==> src/hw/rtl/lcfrs_pkg.sv <==
`timescale 1ns / 1ps
// ----------------------------------------------------------------------------
// lcfrs_pkg
// Shared types and constants for the led cube frame receiver and scanner.
// ----------------------------------------------------------------------------
package lcfrs_pkg;

  // character codes
  localparam logic [7:0] END_MARK   = 8'h78;
  localparam logic [7:0] DIGIT_ONE  = 8'h31;
  localparam logic [7:0] DIGIT_FOUR = 8'h34;

  // frame geometry
  localparam int unsigned FRAME_CHARS = 16;
  localparam logic [3:0]  LAST_CHAR   = 4'(FRAME_CHARS - 1);
  localparam logic [1:0]  LAST_LAYER  = 2'd3;

  // configuration register reset values
  localparam logic [7:0]  DWELL_RESET   = 8'd3;
  localparam logic [15:0] PATTERN_RESET = 16'd60;

  // configuration register indexes (address bit 2)
  localparam logic REG_DWELL   = 1'b0;
  localparam logic REG_PATTERN = 1'b1;

  // input operation codes
  localparam logic OPER_BYTE = 1'b0;
  localparam logic OPER_TICK = 1'b1;

  // classified work passed from front to back
  typedef enum logic [1:0] {
    OP_NONE  = 2'd0,
    OP_TICK  = 2'd1,
    OP_FRAME = 2'd2
  } lcfrs_op_t;

  typedef struct packed {
    lcfrs_op_t   op;
    logic [63:0] frame_map;
  } lcfrs_work_t;

  typedef struct packed {
    logic       operation;
    logic [7:0] byte_value;
  } lcfrs_in_t;

  typedef struct packed {
    logic [3:0]  layer_enable;
    logic [15:0] led_columns;
    logic        showing;
  } lcfrs_out_t;

endpackage

==> src/hw/rtl/led_cube_frame_receiver_scanner_core.sv <==
`timescale 1ns / 1ps
// ----------------------------------------------------------------------------
// led_cube_frame_receiver_scanner_core
// Receives frame characters and millisecond ticks, scans a 4x4x4 led cube
// one layer at a time and returns the lit layer for every item.
// ----------------------------------------------------------------------------
// An accepted item passes through the work queue to the display side, which
// registers its result; one item is accepted per cycle while in_stall is low.
// A two-entry work queue lets the receiver keep accepting while the result
// register is stalled; in_stall rises only when that queue is full.
// Reset (rst_n, synchronous, active low) clears the frame, scan state and
// queue and loads dwell 3 and pattern budget 60.
module led_cube_frame_receiver_scanner_core (
  input  logic                  clk,
  input  logic                  rst_n,
  input  logic                  in_valid,
  output logic                  in_stall,
  input  lcfrs_pkg::lcfrs_in_t  in_data,
  output logic                  out_valid,
  input  logic                  out_stall,
  output lcfrs_pkg::lcfrs_out_t out_data,
  input  logic                  cfg_psel,
  input  logic                  cfg_penable,
  input  logic                  cfg_pwrite,
  input  logic [2:0]            cfg_paddr,
  input  logic [31:0]           cfg_pwdata,
  output logic [31:0]           cfg_prdata,
  output logic                  cfg_pready
);

  logic [7:0]  dwell_r, dwell_nxt;
  logic [15:0] pattern_r, pattern_nxt;
  logic        cfg_write;
  logic        in_accept;
  logic        q_full;
  logic        q_not_empty;
  logic        q_pop;
  lcfrs_pkg::lcfrs_work_t work;
  lcfrs_pkg::lcfrs_work_t q_rdata;

  // configuration registers
  assign cfg_pready = 1'b1;
  assign cfg_write  = cfg_psel && cfg_penable && cfg_pwrite && cfg_pready;

  always_comb begin
    dwell_nxt   = dwell_r;
    pattern_nxt = pattern_r;
    cfg_prdata  = '0;
    unique case (cfg_paddr[2])
      lcfrs_pkg::REG_DWELL: begin
        cfg_prdata = {24'b0, dwell_r};
        if (cfg_write) dwell_nxt = cfg_pwdata[7:0];
      end
      lcfrs_pkg::REG_PATTERN: begin
        cfg_prdata = {16'b0, pattern_r};
        if (cfg_write) pattern_nxt = cfg_pwdata[15:0];
      end
      default: ;
    endcase
  end

  always_ff @(posedge clk) begin
    if (!rst_n) begin
      dwell_r   <= lcfrs_pkg::DWELL_RESET;
      pattern_r <= lcfrs_pkg::PATTERN_RESET;
    end else begin
      dwell_r   <= dwell_nxt;
      pattern_r <= pattern_nxt;
    end
  end

  // input transfer
  assign in_stall  = q_full;
  assign in_accept = in_valid && !in_stall;

  lcfrs_front u_front (
    .clk    (clk),
    .rst_n  (rst_n),
    .accept (in_accept),
    .item   (in_data),
    .work   (work)
  );

  lcfrs_queue u_queue (
    .clk       (clk),
    .rst_n     (rst_n),
    .push      (in_accept),
    .wdata     (work),
    .pop       (q_pop),
    .rdata     (q_rdata),
    .full      (q_full),
    .not_empty (q_not_empty)
  );

  lcfrs_back u_back (
    .clk         (clk),
    .rst_n       (rst_n),
    .dwell_cfg   (dwell_r),
    .pattern_cfg (pattern_r),
    .q_not_empty (q_not_empty),
    .q_rdata     (q_rdata),
    .q_pop       (q_pop),
    .out_valid   (out_valid),
    .out_stall   (out_stall),
    .out_data    (out_data)
  );

endmodule

==> src/hw/rtl/lcfrs_front.sv <==
`timescale 1ns / 1ps
// ----------------------------------------------------------------------------
// lcfrs_front
// Receiver side: assembles 16 characters into a frame map and classifies
// each accepted item into tick, completed frame or nothing.
// ----------------------------------------------------------------------------
module lcfrs_front (
  input  logic                  clk,
  input  logic                  rst_n,
  input  logic                  accept,
  input  lcfrs_pkg::lcfrs_in_t  item,
  output lcfrs_pkg::lcfrs_work_t work
);

  logic [63:0] staging_r, staging_nxt;
  logic [3:0]  count_r, count_nxt;
  logic        skipping_r, skipping_nxt;
  logic [63:0] lit_map;
  logic [7:0]  digit;
  logic        is_digit;

  // digit decode and bit position {char index, row}
  assign is_digit = (item.byte_value >= lcfrs_pkg::DIGIT_ONE) &&
                    (item.byte_value <= lcfrs_pkg::DIGIT_FOUR);
  assign digit    = item.byte_value - lcfrs_pkg::DIGIT_ONE;

  always_comb begin
    lit_map = staging_r;
    if (is_digit) begin
      lit_map[{count_r, digit[1:0]}] = 1'b1;
    end
  end

  // classification and receiver state update
  always_comb begin
    staging_nxt    = staging_r;
    count_nxt      = count_r;
    skipping_nxt   = skipping_r;
    work.op        = lcfrs_pkg::OP_NONE;
    work.frame_map = lit_map;
    if (item.operation == lcfrs_pkg::OPER_TICK) begin
      work.op = lcfrs_pkg::OP_TICK;
    end else if (skipping_r) begin
      if (item.byte_value == lcfrs_pkg::END_MARK) begin
        skipping_nxt = 1'b0;
      end
    end else if (count_r == lcfrs_pkg::LAST_CHAR) begin
      work.op      = lcfrs_pkg::OP_FRAME;
      count_nxt    = '0;
      skipping_nxt = 1'b1;
      staging_nxt  = '0;
    end else begin
      count_nxt   = count_r + 4'd1;
      staging_nxt = lit_map;
    end
  end

  always_ff @(posedge clk) begin
    if (!rst_n) begin
      staging_r  <= '0;
      count_r    <= '0;
      skipping_r <= 1'b0;
    end else if (accept) begin
      staging_r  <= staging_nxt;
      count_r    <= count_nxt;
      skipping_r <= skipping_nxt;
    end
  end

endmodule

==> src/hw/rtl/lcfrs_queue.sv <==
`timescale 1ns / 1ps
// ----------------------------------------------------------------------------
// lcfrs_queue
// Two-entry queue between the receiver front and the display back.
// ----------------------------------------------------------------------------
module lcfrs_queue (
  input  logic                   clk,
  input  logic                   rst_n,
  input  logic                   push,
  input  lcfrs_pkg::lcfrs_work_t wdata,
  input  logic                   pop,
  output lcfrs_pkg::lcfrs_work_t rdata,
  output logic                   full,
  output logic                   not_empty
);

  lcfrs_pkg::lcfrs_work_t entry_r [2];
  logic       wr_ptr_r, wr_ptr_nxt;
  logic       rd_ptr_r, rd_ptr_nxt;
  logic [1:0] fill_r, fill_nxt;

  assign full      = (fill_r == 2'd2);
  assign not_empty = (fill_r != 2'd0);
  assign rdata     = entry_r[rd_ptr_r];

  // pointer and fill bookkeeping
  always_comb begin
    wr_ptr_nxt = push ? ~wr_ptr_r : wr_ptr_r;
    rd_ptr_nxt = pop ? ~rd_ptr_r : rd_ptr_r;
    fill_nxt   = fill_r + {1'b0, push} - {1'b0, pop};
  end

  always_ff @(posedge clk) begin
    if (!rst_n) begin
      wr_ptr_r <= 1'b0;
      rd_ptr_r <= 1'b0;
      fill_r   <= '0;
    end else begin
      wr_ptr_r <= wr_ptr_nxt;
      rd_ptr_r <= rd_ptr_nxt;
      fill_r   <= fill_nxt;
    end
  end

  // entry storage
  always_ff @(posedge clk) begin
    if (push) begin
      entry_r[wr_ptr_r] <= wdata;
    end
  end

  a_no_overflow: assert property (@(posedge clk) disable iff (!rst_n)
    full |-> !push)
    else $error("push into full queue");

  a_no_underflow: assert property (@(posedge clk) disable iff (!rst_n)
    !not_empty |-> !pop)
    else $error("pop from empty queue");

endmodule

==> src/hw/rtl/lcfrs_back.sv <==
`timescale 1ns / 1ps
// ----------------------------------------------------------------------------
// lcfrs_back
// Display side: runs the layer scan, holds shown and pending frames and
// registers one result for every queued item.
// ----------------------------------------------------------------------------
module lcfrs_back (
  input  logic                   clk,
  input  logic                   rst_n,
  input  logic [7:0]             dwell_cfg,
  input  logic [15:0]            pattern_cfg,
  input  logic                   q_not_empty,
  input  lcfrs_pkg::lcfrs_work_t q_rdata,
  output logic                   q_pop,
  output logic                   out_valid,
  input  logic                   out_stall,
  output lcfrs_pkg::lcfrs_out_t  out_data
);

  logic [63:0] shown_r, shown_nxt;
  logic [63:0] pending_map_r, pending_map_nxt;
  logic        pending_r, pending_nxt;
  logic        active_r, active_nxt;
  logic [1:0]  layer_r, layer_nxt;
  logic [7:0]  dwell_r, dwell_nxt;
  logic [15:0] elapsed_r, elapsed_nxt;
  logic        out_valid_r, out_valid_nxt;
  lcfrs_pkg::lcfrs_out_t out_r, out_nxt;

  logic [7:0]  dlen;
  logic [9:0]  pass_len;
  logic [8:0]  dwell_inc;
  logic        start_req;
  logic [63:0] start_map;

  // take the next item when the result register is free or being drained
  assign q_pop     = q_not_empty && (!out_valid_r || !out_stall);
  assign out_valid = out_valid_r;
  assign out_data  = out_r;

  assign dlen     = (dwell_cfg == 8'd0) ? 8'd1 : dwell_cfg;
  assign pass_len = {dlen, 2'b00};

  // display state update
  always_comb begin
    shown_nxt       = shown_r;
    pending_map_nxt = pending_map_r;
    pending_nxt     = pending_r;
    active_nxt      = active_r;
    layer_nxt       = layer_r;
    dwell_nxt       = dwell_r;
    elapsed_nxt     = elapsed_r;
    dwell_inc       = {1'b0, dwell_r} + 9'd1;
    start_req       = 1'b0;
    start_map       = q_rdata.frame_map;
    if (q_pop) begin
      case (q_rdata.op)
        lcfrs_pkg::OP_TICK: begin
          if (active_r) begin
            if (elapsed_r != 16'hFFFF) begin
              elapsed_nxt = elapsed_r + 16'd1;
            end
            if (dwell_inc < {1'b0, dlen}) begin
              dwell_nxt = dwell_inc[7:0];
            end else begin
              dwell_nxt = '0;
              if (layer_r != lcfrs_pkg::LAST_LAYER) begin
                layer_nxt = layer_r + 2'd1;
              end else begin
                layer_nxt = '0;
                // end of pass: stop when another pass no longer fits
                if (({1'b0, elapsed_nxt} + {7'b0, pass_len}) > {1'b0, pattern_cfg}) begin
                  active_nxt  = 1'b0;
                  elapsed_nxt = '0;
                  if (pending_r) begin
                    pending_nxt = 1'b0;
                    start_req   = 1'b1;
                    start_map   = pending_map_r;
                  end
                end
              end
            end
          end
        end
        lcfrs_pkg::OP_FRAME: begin
          if (active_r) begin
            pending_map_nxt = q_rdata.frame_map;
            pending_nxt     = 1'b1;
          end else begin
            start_req = 1'b1;
          end
        end
        default: ;
      endcase
    end
    // load a frame; it stays dark when no whole pass fits the budget
    if (start_req) begin
      layer_nxt   = '0;
      dwell_nxt   = '0;
      elapsed_nxt = '0;
      if ({6'b0, pass_len} <= pattern_cfg) begin
        shown_nxt  = start_map;
        active_nxt = 1'b1;
      end else begin
        active_nxt = 1'b0;
      end
    end
  end

  // result for the item taken this cycle
  always_comb begin
    out_nxt = '0;
    if (active_nxt) begin
      out_nxt.layer_enable = 4'b0001 << layer_nxt;
      out_nxt.led_columns  = shown_nxt[{layer_nxt, 4'b0000} +: 16];
      out_nxt.showing      = 1'b1;
    end
    out_valid_nxt = q_pop ? 1'b1 : (out_valid_r && out_stall);
  end

  always_ff @(posedge clk) begin
    if (!rst_n) begin
      shown_r       <= '0;
      pending_map_r <= '0;
      pending_r     <= 1'b0;
      active_r      <= 1'b0;
      layer_r       <= '0;
      dwell_r       <= '0;
      elapsed_r     <= '0;
      out_valid_r   <= 1'b0;
    end else begin
      shown_r       <= shown_nxt;
      pending_map_r <= pending_map_nxt;
      pending_r     <= pending_nxt;
      active_r      <= active_nxt;
      layer_r       <= layer_nxt;
      dwell_r       <= dwell_nxt;
      elapsed_r     <= elapsed_nxt;
      out_valid_r   <= out_valid_nxt;
    end
  end

  // result payload
  always_ff @(posedge clk) begin
    if (q_pop) begin
      out_r <= out_nxt;
    end
  end

  a_lit_onehot: assert property (@(posedge clk) disable iff (!rst_n)
    (out_valid_r && out_r.showing) |-> $onehot(out_r.layer_enable))
    else $error("lit result without a single layer");

  a_dark_blank: assert property (@(posedge clk) disable iff (!rst_n)
    (out_valid_r && !out_r.showing) |->
      (out_r.layer_enable == 4'd0 && out_r.led_columns == 16'd0))
    else $error("dark result drives leds");

  a_pending_only_when_active: assert property (@(posedge clk) disable iff (!rst_n)
    pending_r |-> active_r)
    else $error("frame pending while display idle");

endmodule

==> config.mk <==
export PLATFORM = sky130hd
export DESIGN_NAME = led_cube_frame_receiver_scanner_core
export DESIGN_NICKNAME = d
export VERILOG_FILES = /design/src/hw/rtl/lcfrs_pkg.sv /design/src/hw/rtl/led_cube_frame_receiver_scanner_core.sv /design/src/hw/rtl/lcfrs_front.sv /design/src/hw/rtl/lcfrs_queue.sv /design/src/hw/rtl/lcfrs_back.sv
export SDC_FILE = /design/constraint.sdc
export NUM_CORES = 1
export LEC_CHECK = 0
export BUFFER_PORTS_ARGS = -buffer_cell sky130_fd_sc_hd__buf_2
export CAP_MARGIN = 10
export CORE_UTILIZATION = 25
export DETAILED_ROUTE_END_ITERATION = 16
export MAX_ROUTING_LAYER = met4
export PLACE_DENSITY = 0.45
export RECOVER_POWER = 50
export SYNTH_ARGS = -nofsm -noshare
export SYNTH_HDL_FRONTEND = slang
export SYNTH_HIERARCHICAL = 1
export SYNTH_SLANG_ARGS = --single-unit
==> constraint.sdc <==
create_clock -name clk -period 6.1 [get_ports clk]
set_input_delay 0 -clock clk [delete_from_list [all_inputs] [get_ports clk]]
set_output_delay 0 -clock clk [all_outputs]
set_load 0.02 [all_outputs]
Yosys cells after proc, flatten, opt, wreduce, memory -nomap -nowiden
Memory sizes are Yosys's and may differ from the RTL's. A register that Yosys moved wholly into a read port is not among the register bits.
Cells that the tools add are included.
{"block": "classes", "muxes": 64, "bitwise_logic": 7, "order_cmp": 7, "n_reduce_logical": 22, "eq_ne": 12, "shifts": 2, "n_addsub": 8}
{"op": "64-bit 2-to-1 mux", "n": 11}
{"op": "16-bit 2-to-1 mux", "n": 7}
{"op": "64-bit bitwise OR", "n": 1}
{"op": "32-bit case mux with 2 select lines", "n": 1}
{"op": "64-bit by 7-bit variable part select with 16-bit output", "n": 1}
{"op": "1-bit 2-to-1 mux", "n": 30}
{"op": "2-bit 2-to-1 mux", "n": 9}
{"op": "16-bit by 10-bit adder with 17-bit output", "n": 1}
{"op": "17-bit by 16-bit greater-than comparator with 1-bit output", "n": 1}
{"op": "16-bit by 1-bit adder with 16-bit output, second input constant", "n": 1}
{"op": "10-bit by 16-bit <= comparator with 1-bit output", "n": 1}
{"op": "8-bit 2-to-1 mux", "n": 2}
{"op": "16-bit inequality test, second input constant", "n": 1}
{"op": "8-bit by 1-bit adder with 9-bit output, second input constant", "n": 1}
{"op": "9-bit by 8-bit less-than comparator with 1-bit output", "n": 1}
{"op": "3-bit AND reduction", "n": 3}
{"op": "8-bit by 7-bit == test with 1-bit output, second input constant", "n": 1}
{"op": "8-bit by 6-bit >= comparator with 1-bit output, second input constant", "n": 1}
{"op": "8-bit by 6-bit <= comparator with 1-bit output, second input constant", "n": 1}
{"op": "8-bit zero test", "n": 1}
{"op": "1-bit logical AND", "n": 7}
{"op": "6-bit by 7-bit less-than comparator with 1-bit output, second input constant", "n": 1}
{"op": "7-bit AND reduction", "n": 1}
{"op": "1-bit demux with 6-bit select", "n": 1}
{"op": "20 further kinds", "n": 36}
{"block": "word_totals", "ram_bits": 132, "output_inout_bits": 56, "word_cells": 142, "memories": 1, "input_bits": 51, "regBits": 275}
{"memory": "u_queue.entry_r", "words": 2, "word_bits": 66, "read_ports": 1, "rd_ports_with_merged_regs": 1, "write_ports": 1, "line": "lcfrs_queue.sv:17", "source": "lcfrs_pkg::lcfrs_work_t entry_r [2];"}

Logic depth before layout (Yosys ltp)
Gate-level depths: netlist of run 1.
{"block": "depth", "ltp_word": 16, "depth_mapped": 27, "ltp_nobuf": 24}

Hierarchy
The synthesis of run 1 kept the hierarchy.
{"module": "lcfrs_back", "seq_area_each_um2": 3773.6, "instances": 1, "area_per_inst_um2": 9979.6, "cells_each": 1208}
{"module": "lcfrs_queue", "seq_area_each_um2": 4063.9, "instances": 1, "area_per_inst_um2": 5151.2, "cells_each": 226}
{"module": "lcfrs_front", "seq_area_each_um2": 1381.3, "instances": 1, "area_per_inst_um2": 3458.3, "cells_each": 380}
{"module": "led_cube_frame_receiver_scanner_core", "seq_area_each_um2": 480.5, "instances": 1, "area_per_inst_um2": 1305.0, "cells_each": 142}

Worst setup path after synthesis of run 1
OpenSTA, ideal clock, no wires.
{"block": "synth_timing", "kind": "flip-flop to flip-flop", "startpoint": "register u_back.elapsed_r[0]", "endpoint": "register u_back.out_r (netlist bit u_back/out_data[10]) (data pin)", "path_buffers": 2, "path_stages_with_launch": 25, "required_time_ps": 5832, "period_less_slack_ps": 5678, "arrival_ps": 5409, "slack_ps": 422, "path_cell_list": "dfxtp_1 -> ha_1 -> nand4_4 -> nor4_2 -> or2_2 -> and2_1 -> nor2_1 -> ha_1 -> a221oi_1 -> o21ai_0 -> a21oi_1 -> nor3_1 -> xnor2_1 -> ha_1 -> nand4_1 -> or4_1 -> mux2i_1 -> a211oi_1 -> a41o_1 -> buf_2 -> nand2_1 -> buf_2 -> mux2_2 -> mux2i_1 -> o221ai_2"}
{"block": "synth_via", "elab_chain_cells": 16, "elab_cells_between_ends": 31}
{"element": "start: declaration", "line": "lcfrs_back.sv:26", "source": "logic [15:0] elapsed_r, elapsed_nxt;"}
{"element": "start signal: assignment", "line": "lcfrs_back.sv:138", "source": "elapsed_r <= elapsed_nxt;"}
{"element": "16-bit by 1-bit adder with 16-bit output / 16-bit inequality test (equally long branches)", "line": "lcfrs_back.sv:61, lcfrs_back.sv:60"}
{"element": "16-bit 2-to-1 mux *", "line": "lcfrs_back.sv:60", "source": "if (elapsed_r != 16'hFFFF) begin"}
{"element": "16-bit 2-to-1 mux *", "line": "lcfrs_back.sv:59", "source": "if (active_r) begin"}
{"element": "16-bit 2-to-1 mux *", "line": "lcfrs_back.sv:57", "source": "case (q_rdata.op)"}
{"element": "16-bit 2-to-1 mux *", "line": "lcfrs_back.sv:56", "source": "if (q_pop) begin"}
{"element": "16-bit by 10-bit adder with 17-bit output *", "line": "lcfrs_back.sv:72", "source": "if (({1'b0, elapsed_nxt} + {7'b0, pass_len}) > {1'b0, pattern_cfg}) begin"}
{"element": "17-bit by 16-bit greater-than comparator with 1-bit output *", "line": "lcfrs_back.sv:72"}
{"element": "64-bit 2-to-1 mux", "line": "lcfrs_back.sv:72"}
{"element": "64-bit 2-to-1 mux", "line": "lcfrs_back.sv:67", "source": "if (layer_r != lcfrs_pkg::LAST_LAYER) begin"}
{"element": "64-bit 2-to-1 mux", "line": "lcfrs_back.sv:63", "source": "if (dwell_inc < {1'b0, dlen}) begin"}
{"element": "64-bit 2-to-1 mux", "line": "lcfrs_back.sv:59"}
{"element": "64-bit 2-to-1 mux", "line": "lcfrs_back.sv:57"}
{"element": "64-bit 2-to-1 mux", "line": "lcfrs_back.sv:56"}
{"element": "64-bit 2-to-1 mux", "line": "lcfrs_back.sv:101", "source": "if ({6'b0, pass_len} <= pattern_cfg) begin"}
{"element": "64-bit 2-to-1 mux", "line": "lcfrs_back.sv:97", "source": "if (start_req) begin"}
{"element": "64-bit by 7-bit variable part select with 16-bit output", "line": "lcfrs_back.sv:115", "source": "out_nxt.led_columns = shown_nxt[{layer_nxt, 4'b0000} +: 16];"}
{"element": "end signal: assignment", "line": "lcfrs_back.sv:146", "source": "out_r <= out_nxt;"}
{"element": "end: declaration", "line": "lcfrs_back.sv:28", "source": "lcfrs_pkg::lcfrs_out_t out_r, out_nxt;"}
Mark *: on every way between the ends. The rest lies on a longest branch, timed or not. The select of a mux whose other input is x is not followed.
A chain may end at the register's enable or synchronous reset.

Worst setup path after layout of run 1
{"block": "layout_timing", "startpoint": "register u_back.elapsed_r[14]", "endpoint": "register u_back.out_r (netlist bit u_back/out_data[1]) (data pin)"}
Same word-level chain as after synthesis.

==> results of run 1 <==
-- cells in the final DEF (no fill, tap or decap), types with 9 or more instances in the layout --
cell type | netlist | final
a211oi_1 | 41 | 41
a21boi_0 | 29 | 29
a21o_1 | 62 | 62
a21oi_1 | 74 | 73
a31oi_1 | 28 | 27
a41oi_1 | 32 | 32
and2_1 | 19 | 16
and3_1 | 33 | 32
buf_12 | 1 | 10
buf_2 | 21 | 30
buf_4 | 28 | 59
clkbuf_1 | 98 | 61
clkbuf_16 | 0 | 48
clkinv_2 | 0 | 10
conb_1 | 2 | 17
dfxtp_1 | 255 | 252
dlygate4sd3_1 | 0 | 35
edfxtp_1 | 153 | 153
ha_1 | 50 | 49
inv_1 | 56 | 55
mux2_2 | 46 | 46
mux2_4 | 40 | 40
mux2i_1 | 59 | 58
nand2_1 | 223 | 222
nand3_1 | 52 | 51
nand4_1 | 44 | 44
nor2_1 | 121 | 119
nor2b_1 | 36 | 35
nor3_1 | 12 | 16
nor4_1 | 39 | 39
o211a_1 | 9 | 9
o211ai_1 | 15 | 15
o21a_1 | 34 | 34
o21ai_0 | 58 | 56
o21bai_1 | 34 | 34
xnor2_1 | 20 | 20
xor2_1 | 11 | 11
-- per-stage QoR --
| stage | std cells | setup TNS (ps) |
|---|---|---|
| floorplan | 1971 | 0 |
| global placement | 2999 | 0 |
| detailed placement | 2999 | 0 |
| CTS | 3119 | 0 |
| global route | 3124 | -206 |
| finish | 3124 | 0 |
-- state kept, by name (all words and copies together), names as in the netlist, named ones only --
| name | cells |
|---|---|
| dwell_r | 8 |
| pattern_r | 16 |
| u_back/active_r | 1 |
| u_back/dwell_r | 8 |
| u_back/elapsed_r | 16 |
| u_back/layer_r | 2 |
| u_back/out_data | 21 |
| u_back/out_valid | 1 |
| u_back/pending_map_r | 64 |
| u_back/pending_r | 1 |
| u_back/shown_r | 64 |
| u_front/count_r | 4 |
| u_front/skipping_r | 1 |
| u_front/staging_r | 64 |
| u_queue/entry_r | 132 |
| u_queue/fill_r | 2 |
| u_queue/rd_ptr_r | 1 |
| u_queue/wr_ptr_r | 1 |
-- power groups by stage --
stage,registers [mW],logic (mW),clock network (mW)
6_report,3.21,1.49,2.71
5_1_grt,3.24,1.61,2.90
4_1_cts,3.21,1.53,2.79
3_5_place_dp,3.26,1.52,0
3_3_place_gp,3.26,1.50,0
2_1_floorplan,3.28,0.955,0
-- critical path, cell delays in order (launching register included) --
cell,delay (ps)
dfxtp_1,400
nand4_1,210
buf_4,220
nor4_4,340
buf_6,190
nor4b_2,60
xor2_1,180
ha_1,370
and3_1,240
o211ai_1,130
o211ai_1,210
xnor2_1,140
ha_1,310
nand4_1,120
or4_1,540
mux2i_1,140
a211oi_1,60
buf_4,170
a41oi_4,240
buf_6,150
o32ai_4,70
buf_12,180
a2111oi_4,470
buf_6,210
o211ai_1,120
o221ai_1,90
-- worst paths after layout --
check                                           to  depth (start not counted)
min                        dwell_r[6]$_SDFFE_PN0P_                          3
max               u_back/out_data[1]$_SDFFCE_PP0P_                         25
max reg2reg       u_back/out_data[1]$_SDFFCE_PP0P_                         25
min reg2reg  u_back/pending_map_r[24]$_SDFFE_PN0P_                          2
-- layout make-up --
type / instances / share of cell area (%)
clock buffers: 64 / 5.59
multi-input cells: 1338 / 39.5
flip-flops and latches: 408 / 41.7
clock inverters: 21 / 0.763
well taps: 1050 / 5.64
inverters: 56 / 0.903
repair buffers: 187 / 5.89
-- what timing repair did --
item	CTS	global route
buffers inserted	0	4
hold buffers	35	0
setup endpoints to repair	0	66
gates resized for setup	0	22
hold endpoints to repair	68	0
-- cells by family (layout without fill, tap and decap cells) --
family	after synthesis	after routing	share of synthesized area, %
other	2	17	0.0377
AO/OA/AOI/OAI	464	464	16.6
AND/OR/NAND/NOR	629	629	15.9
flip-flops	408	408	48.8
multiplexers	145	145	8.59
buffers and inverters	225	328	5.48
XOR/XNOR	32	32	1.48
adder cells (fa/ha/maj)	51	51	3.19
-- metal layers --
layer / GRT usage, % / vias up / part of all wire, %
met5: - / - / 0
met4: 3.64 / 0 / 2.2
met3: 1.87 / 71 / 4.1
met2: 20.8 / 341 / 44
met1: 19.5 / 7362 / 49
li1: - / 7258 / -
==> impl_metrics.json, run 1 <==
{
  "syn_to_final_growth_pct": 17.1,
  "placed_area_sq_um": 21500,
  "grtUsageTotal_pct": 13.9,
  "netlist.area_leader.share_pct": 25.7,
  "grt_pass1_wl_mm": 86.2,
  "ctsRootBufferMaster": "clkbuf_16",
  "critPathMaxFanout": 13,
  "avgViaCountPerCell": 4.81,
  "io_pins": 107,
  "hpwl_mm": 36.2,
  "slew_headroom_pct": -154,
  "ys_seq_elements": 408,
  "crit_type": "reg2reg",
  "synth_top_flop_cell": "dfxtp_1",
  "fillers": 8240,
  "period_share_pct": 94.0,
  "drv_cap": 7,
  "fin_ws_ps": 366,
  "die_w_um": 284,
  "holdCritPathClass": "in2reg",
  "swShare_pct": 30.4,
  "clkTransAtPathRegs_ps": 60,
  "cts_tree": "yes",
  "drt_iter0_drc": 1018,
  "ir_drop_v": 0.000210,
  "required_ps": 6530,
  "critPathCaptureType": "register",
  "drtPass1Iterations": 11,
  "hold_path_startpoint": "cfg_psel",
  "start_util_pct": 25.2,
  "multi_input_area_sq_um": 9210,
  "async_reset_ff_share_pct": 0,
  "antenna_cells": 0,
  "arrival_ps": 6160,
  "worstSetupStartpointType": "register",
  "nets": 2138,
  "comb_power_share_pct": 20.1,
  "finalClockSkew_ps": 33.4,
  "routabilityCongestion": 0.837,
  "min_period_ps": 5730,
  "rows": 103,
  "yosysWarnings": 6,
  "die_h_um": 284,
  "ant_nets": 0,
  "r2r_slack_ps": 370,
  "synth_edf_count": 153,
  "pre_cts_slack_ps": 139,
  "antenna_found_initial": 1,
  "p_sw_mw": 2.26,
  "p_total_mw": 7.41,
  "coreArea_sq_um": 78900,
  "cts_buffer_depth": 3,
  "maxSlewViolCount": 331,
  "cts.htree.levels": 2,
  "reg2reg_from": "u_back/elapsed_r[14]$_SDFFE_PP0P_",
  "startpoint": "u_back/elapsed_r[14]$_SDFFE_PP0P_",
  "setup_violations": 0,
  "wl_mm": 55.7,
  "yosysSeqAreaShare_pct": 48.8,
  "fin_hold_ws_ps": 118,
  "drive_gt1_share_pct": 14.4,
  "fin_area_sq_um": 23300,
  "cts_made_buffers": 46,
  "finalHoldViolations": 0,
  "drc_errors": 2,
  "cts.sinks": 408,
  "grt_max_degree": 80,
  "pwr-share-seq_pct": 43.4,
  "layout.area.seq_sq_um": 9710,
  "yosysTopAreaCell": "dfxtp_1",
  "portBuffers": 71,
  "synth.most_common_cell": "dfxtp_1",
  "violations": "DRC, capacitance limit, slew limit",
  "status": "finished with violations",
  "intPower_mw": 5.16,
  "yosysUniqueCellTypes": 83,
  "leakage_nw": 8.83,
  "max_freq_mhz": 174,
  "power_frac_clock_pct": 36.5,
  "synthTopCellsByCount": "dfxtp_1, nand2_1, edfxtp_1",
  "routedWlPerCell_um": 17.8,
  "syn_avg_cell_area_sq_um": 10.2,
  "clk_latency_ps": 600,
  "worst_slew_pin_slew_ps": 3810,
  "die_area_sq_um": 80700,
  "grt_pass1_vias": 14400,
  "synthesis.area_sq_um": 19900,
  "num_vias": 15000,
  "post-route-util_pct": 29.5,
  "grt_overflow": 0,
  "yosys-top-cells-area": "dfxtp_1, edfxtp_1, nand2_1, ha_1, mux2_4",
  "powerDensity_nw_per_um2": 318,
  "syn_inst": 1956
}
Power figures use the tool's default switching activity.
==> inputs of run 2 (changes only) <==
Settings changed: HOLD_SLACK_MARGIN set to 0.08.
Clock period 6.1 ns to 4.6 ns, I/O delays scaled along.
==> run 2 against run 1 <==
Compared with the run above: the run ends with capacitance limit, slew limit, setup timing left; register-to-register slack got worse by 1100 ps; routed wire length rose by 8.4%; combinational power rose by 58%; first-iteration DRC count fell by 15%; clock-buffer cell count fell by 12; maximum frequency rose by 7.5%; global-route usage rose by 0.62 points; critical path depth rose by 4; die area did not move; final area rose by 11%; sequential share of layout area fell by 4.1 points.
==> impl_metrics.json, run 2 (synthesis gave the netlist of run 1 again) <==
{
  "cts_made_buffers": 46,
  "crit_type": "reg2reg",
  "leakage_nw": 9.88,
  "crit_buf_inv": 7,
  "cts.sinks": 408,
  "io_pins": 107,
  "placed_area_sq_um": 22100,
  "die_area_sq_um": 80700,
  "grt_overflow": 0,
  "rsz0062_at_grt": "yes",
  "wl_mm": 60.4,
  "grt_max_degree": 75,
  "cts_buffer_depth": 3,
  "die_h_um": 284,
  "avgViaCountPerCell": 4.82,
  "routedWlPerCell_um": 18.5,
  "antenna_found_initial": 0,
  "drtPass1Iterations": 5,
  "critPathMostFrequentCell": "buf_4",
  "clk_latency_ps": 610,
  "cts.htree.levels": 2,
  "slew_headroom_pct": -68.7,
  "fin_ws_ps": -735,
  "cts_tree": "yes",
  "largest_reg_flops": 132,
  "start_util_pct": 25.2,
  "required_ps": 5030,
  "fin_area_sq_um": 25900,
  "coreArea_sq_um": 78900,
  "routabilityCongestion": 0.840,
  "post-route-util_pct": 32.8,
  "final_common_cell": "dfxtp_1",
  "syn_to_final_growth_pct": 30.0,
  "die_w_um": 284,
  "max_freq_mhz": 187,
  "worstSetupStartpointType": "register",
  "min_period_ps": 5340,
  "fillers": 8031,
  "nets": 2273,
  "finalClockSkew_ps": 39.1,
  "holdCritPathClass": "in2reg",
  "arrival_ps": 5760,
  "finalHoldViolations": 0,
  "ctsRootBufferMaster": "clkbuf_16",
  "rows": 103,
  "ant_nets": 0,
  "portBuffers": 71,
  "critPathMaxFanout": 6,
  "critPathCaptureType": "register",
  "grt_pass1_wl_mm": 90.1,
  "status": "finished with violations",
  "period_share_pct": 116,
  "setup_violations": 113,
  "num_vias": 15700,
  "violations": "capacitance limit, slew limit, setup timing",
  "critPathMaxStageDelay_ps": 540,
  "drive_gt1_share_pct": 26.2,
  "fin_hold_ws_ps": 130,
  "drc_errors": 0,
  "pre_cts_slack_ps": -901,
  "drt_iter0_drc": 863,
  "largest_register": "u_queue/entry_r",
  "mostFrequentLayoutCells": "dfxtp_1, nand2_1, edfxtp_1",
  "worst_slew_pin_slew_ps": 2530,
  "ir_drop_v": 0.000267,
  "slowest_stage": "or4_4",
  "clkTransAtPathRegs_ps": 70,
  "setup_tns_ps": -53290,
  "grtUsageTotal_pct": 14.5,
  "powerDensity_nw_per_um2": 408,
  "cpLargestDelayFamily": "compound AO/OA/AOI/OAI gates",
  "hpwl_mm": 38.4,
  "maxSlewViolCount": 334,
  "grt_pass1_vias": 14900,
  "drv_cap": 7
}
[run 2: cell types whose count changed in the layout (fill, tap and decap cells not counted), sizes merged, moves of 2 or more]
cell,before,now
bufinv,0,7
clkinv,17,24
dlygate4sd3,35,42
buf,103,223
diode,0,2
clkbuf,113,108
[run 2: timing repair]
| item | 4_1_cts | 5_1_grt |
|---|---|---|
| endpoints found under the hold margin | 101 | 0 |
| gates resized for setup | 102 | 171 |
| pin swaps | 53 | 91 |
| buffers inserted | 33 | 27 |
| hold buffers | 42 | 0 |
| endpoints found under the setup margin | 113 | 113 |
| cloned | 5 | 12 |
[run 2: path summary, 6_finish.rpt]
path | startpoint | to | slack (ps) | cells after the start
worst max register to register | u_back/elapsed_r[1]$_SDFFE_PP0P_ | u_back/out_data[8]$_SDFFCE_PP0P_ | -740 | 29
worst min register to register | u_back/pending_map_r[63]$_SDFFE_PN0P_ | u_back/pending_map_r[63]$_SDFFE_PN0P_ | 450 | 2
worst min-delay path | cfg_psel | dwell_r[0]$_SDFFE_PN1P_ | 130 | 3
worst max-delay path | u_back/elapsed_r[1]$_SDFFE_PP0P_ | u_back/out_data[8]$_SDFFCE_PP0P_ | -740 | 29
[run 2: stage by stage]
| stage | std cells | power, mW |
|---|---|---|
| after floorplan | 1971 | 5.66 |
| after global placement | 3063 | 6.35 |
| after detailed placement | 3063 | 6.36 |
| after CTS | 3224 | 10.5 |
| after global routing | 3260 | 11.0 |
| final | 3262 | 10.5 |
[run 2: worst min-delay path, cell delays in order]
cell,delay (ps)
buf_2,100
and4b_1,370
mux2i_1,180
[run 2: routing by layer]
metal  part of all wire (%)  wire [um]  up-vias  GRT usage, %
met4                    2.7       1640        0          4.38
met5                      0          0        -             -
li1                       -          -     7543             -
met1                     48      28900     7726          20.1
met3                    4.1       2510      103          1.89
met2                     45      27400      348          21.9
[run 2: power breakdown]
| group | internal [mW] | switching, mW |
|---|---|---|
| combinational | 0.961 | 1.40 |
| sequential | 4.11 | 0.154 |
| clock | 2.31 | 1.62 |
| total | 7.38 | 3.17 |
[run 2: cell type report]
class                   instances  area (sq um)  share of cell area, %
multi-input cells            1339         10200                   39.4
repair buffers                321          2810                   10.9
inverters                      56           210                  0.812
clock inverters                34           420                   1.62
well taps                    1050          1310                   5.08
clock buffers                  52          1200                   4.65
diodes                          2          5.00                 0.0193
flip-flops and latches        408          9720                   37.6
==> inputs of run 3 (changes only) <==
Clock period 4.6 ns to 4.87 ns, I/O delays scaled along.
==> run 3 against run 2 <==
Compared with the run above: the run ends with DRC, capacitance limit, slew limit, setup timing left; clock power shrank 5%; non-clock buffer count grew 3; register-to-register slack better by 230 ps; core utilization decreased by 0.40 points; worst setup slack gained 230 ps; global-route usage shrank 0.18 points; critical path depth fell by 1; die area stayed put; critical path type unchanged; critical endpoint is now u_back/out_data[11]$_SDFFCE_PP0P_.
==> impl_metrics.json, run 3 (synthesis gave the netlist of run 1 again) <==
{
  "status": "finished with violations",
  "violations": "DRC, capacitance limit, slew limit, setup timing",
  "nets": 2280,
  "crit_type": "reg2reg",
  "rr_worst_depth": 28,
  "cts.sinks": 408,
  "die_h_um": 284,
  "startpoint": "u_back/elapsed_r[1]$_SDFFE_PP0P_",
  "grt_max_degree": 94,
  "grtUsageTotal_pct": 14.3,
  "required_ps": 5210,
  "grt_overflow": 0,
  "slowest_stage": "or4_1",
  "clk_latency_ps": 620,
  "period_share_pct": 110,
  "clkTransAtPathRegs_ps": 60,
  "hold_path_startpoint": "cfg_pwrite",
  "setup_tns_ps": -23310,
  "syn_to_final_growth_pct": 28.4,
  "ir_drop_v": 0.000246,
  "powerDensity_nw_per_um2": 390,
  "die_area_sq_um": 80700,
  "die_w_um": 284,
  "num_vias": 15500,
  "maxSlewViolCount": 227,
  "drc_errors": 4,
  "largest_reg_flops": 132,
  "max_freq_mhz": 186,
  "rsz0062_at_grt": "yes",
  "cts_buffer_depth": 3,
  "finalHoldViolations": 0,
  "arrival_ps": 5710,
  "wl_mm": 58.2,
  "routedWlPerCell_um": 17.8,
  "drtPass1Iterations": 11,
  "min_period_ps": 5370,
  "antenna_found_initial": 0,
  "fin_hold_ws_ps": 121,
  "ant_nets": 0,
  "drive_gt1_share_pct": 24.6,
  "critPathCaptureType": "register",
  "ctsRootBufferMaster": "clkbuf_16",
  "routabilityCongestion": 0.847,
  "coreArea_sq_um": 78900,
  "avgViaCountPerCell": 4.73,
  "slew_headroom_pct": -155,
  "grt_pass1_vias": 15100,
  "critPathMaxStageDelay_ps": 520,
  "fin_ws_ps": -502,
  "io_pins": 107,
  "whs_path_depth": 3,
  "hpwl_mm": 37.6,
  "grt_pass1_wl_mm": 89.1,
  "placed_area_sq_um": 22100,
  "start_util_pct": 25.2,
  "finalClockSkew_ps": 51.1,
  "cts.htree.levels": 2,
  "worst_slew_pin_slew_ps": 3820,
  "holdCritPathClass": "in2reg",
  "portBuffers": 71,
  "drv_cap": 4,
  "cts_made_buffers": 48,
  "r2r_slack_ps": -500,
  "mostFrequentLayoutCells": "dfxtp_1, nand2_1, edfxtp_1",
  "cts_tree": "yes",
  "critPathMaxFanout": 11,
  "fin_area_sq_um": 25600,
  "critPathMostFrequentCell": "buf_4",
  "leakage_nw": 9.90,
  "rows": 103,
  "reg2reg_from": "u_back/elapsed_r[1]$_SDFFE_PP0P_",
  "worstSetupStartpointType": "register",
  "setup_violations": 112,
  "final_common_cell": "dfxtp_1",
  "largest_register": "u_queue/entry_r",
  "drt_iter0_drc": 927
}
-- run 3: cell types whose count changed in the layout (fill, tap and decap cells not counted), moves of 6 or more --
cell      before  now
o21ai_0       26   47
o21ai_1       17    3
nor2_4        18    5
nor2_1        98  109
a21oi_1       61   70
a21oi_2       13    4
buf_4        143  152
mux2i_2       13    4
a211oi_2       8   15
o21ai_2       15    8
buf_6         24   18
-- run 3: area by class of cell --
| class | instances | area (sq um) |
|---|---|---|
| antenna | 1 | 2.50 |
| clock buffer | 63 | 1360 |
| clock inverter | 27 | 324 |
| fill | 8155 | 53300 |
| inverter | 56 | 210 |
| multi-input combinational | 1341 | 9870 |
| sequential | 408 | 9720 |
| tap | 1050 | 1310 |
| timing repair buffer | 324 | 2760 |
-- run 3: stage by stage --
step / instances / util, % / power (mW) / setup WS (ps)
after floorplan: 1971 / - / 5.32 / -181
after global placement: 3073 / 28.0 / 5.95 / -723
after detailed placement: 3073 / 28.0 / 5.96 / -792
after CTS: 3254 / 32.1 / 10.1 / -445
after global routing: 3269 / 32.4 / 10.4 / -799
final: 3270 / 32.4 / 9.96 / -502
-- run 3: path summary, 6_finish.rpt --
check	end
setup / recovery	u_back/out_data[11]$_SDFFCE_PP0P_
hold / removal	dwell_r[1]$_SDFFE_PN1P_
setup reg to reg	u_back/out_data[11]$_SDFFCE_PP0P_
hold reg to reg	u_back/pending_map_r[26]$_SDFFE_PN0P_
-- run 3: power by group --
part	internal [mW]	switching (mW)	leakage (nW)
combinational	0.911	1.28	5.49
sequential	3.88	0.148	3.58
clock	2.20	1.53	0.825
total	6.99	2.96	9.90
-- run 3: repair_timing --
item | CTS | global route
pin swaps | 44 | 50
hold buffers | 44 | 0
endpoints found under the hold margin | 73 | 0
gates resized for setup | 132 | 67
buffers inserted | 41 | 20
endpoints found under the setup margin | 113 | 113
gates cloned | 9 | 1
-- run 3: layer usage --
| metal | track usage, % | part of all wire [%] | vias up |
|---|---|---|---|
| met2 | 21.6 | 45 | 277 |
| met3 | 2.14 | 3.3 | 94 |
| met4 | 4.45 | 2.7 | 0 |
| met5 | - | 0 | - |
| met1 | 19.7 | 49 | 7552 |
| li1 | - | - | 7552 |
-- run 3: critical path: cells and delay by family (launching register included) --
| kind | cells | cell delay, ps |
|---|---|---|
| mux | 1 | 200 |
| flops | 1 | 350 |
| compound gates | 9 | 1470 |
| fa+ha+maj | 3 | 660 |
| xor+xnor | 1 | 130 |
| simple gates | 8 | 1340 |
| buf+inv | 6 | 980 |
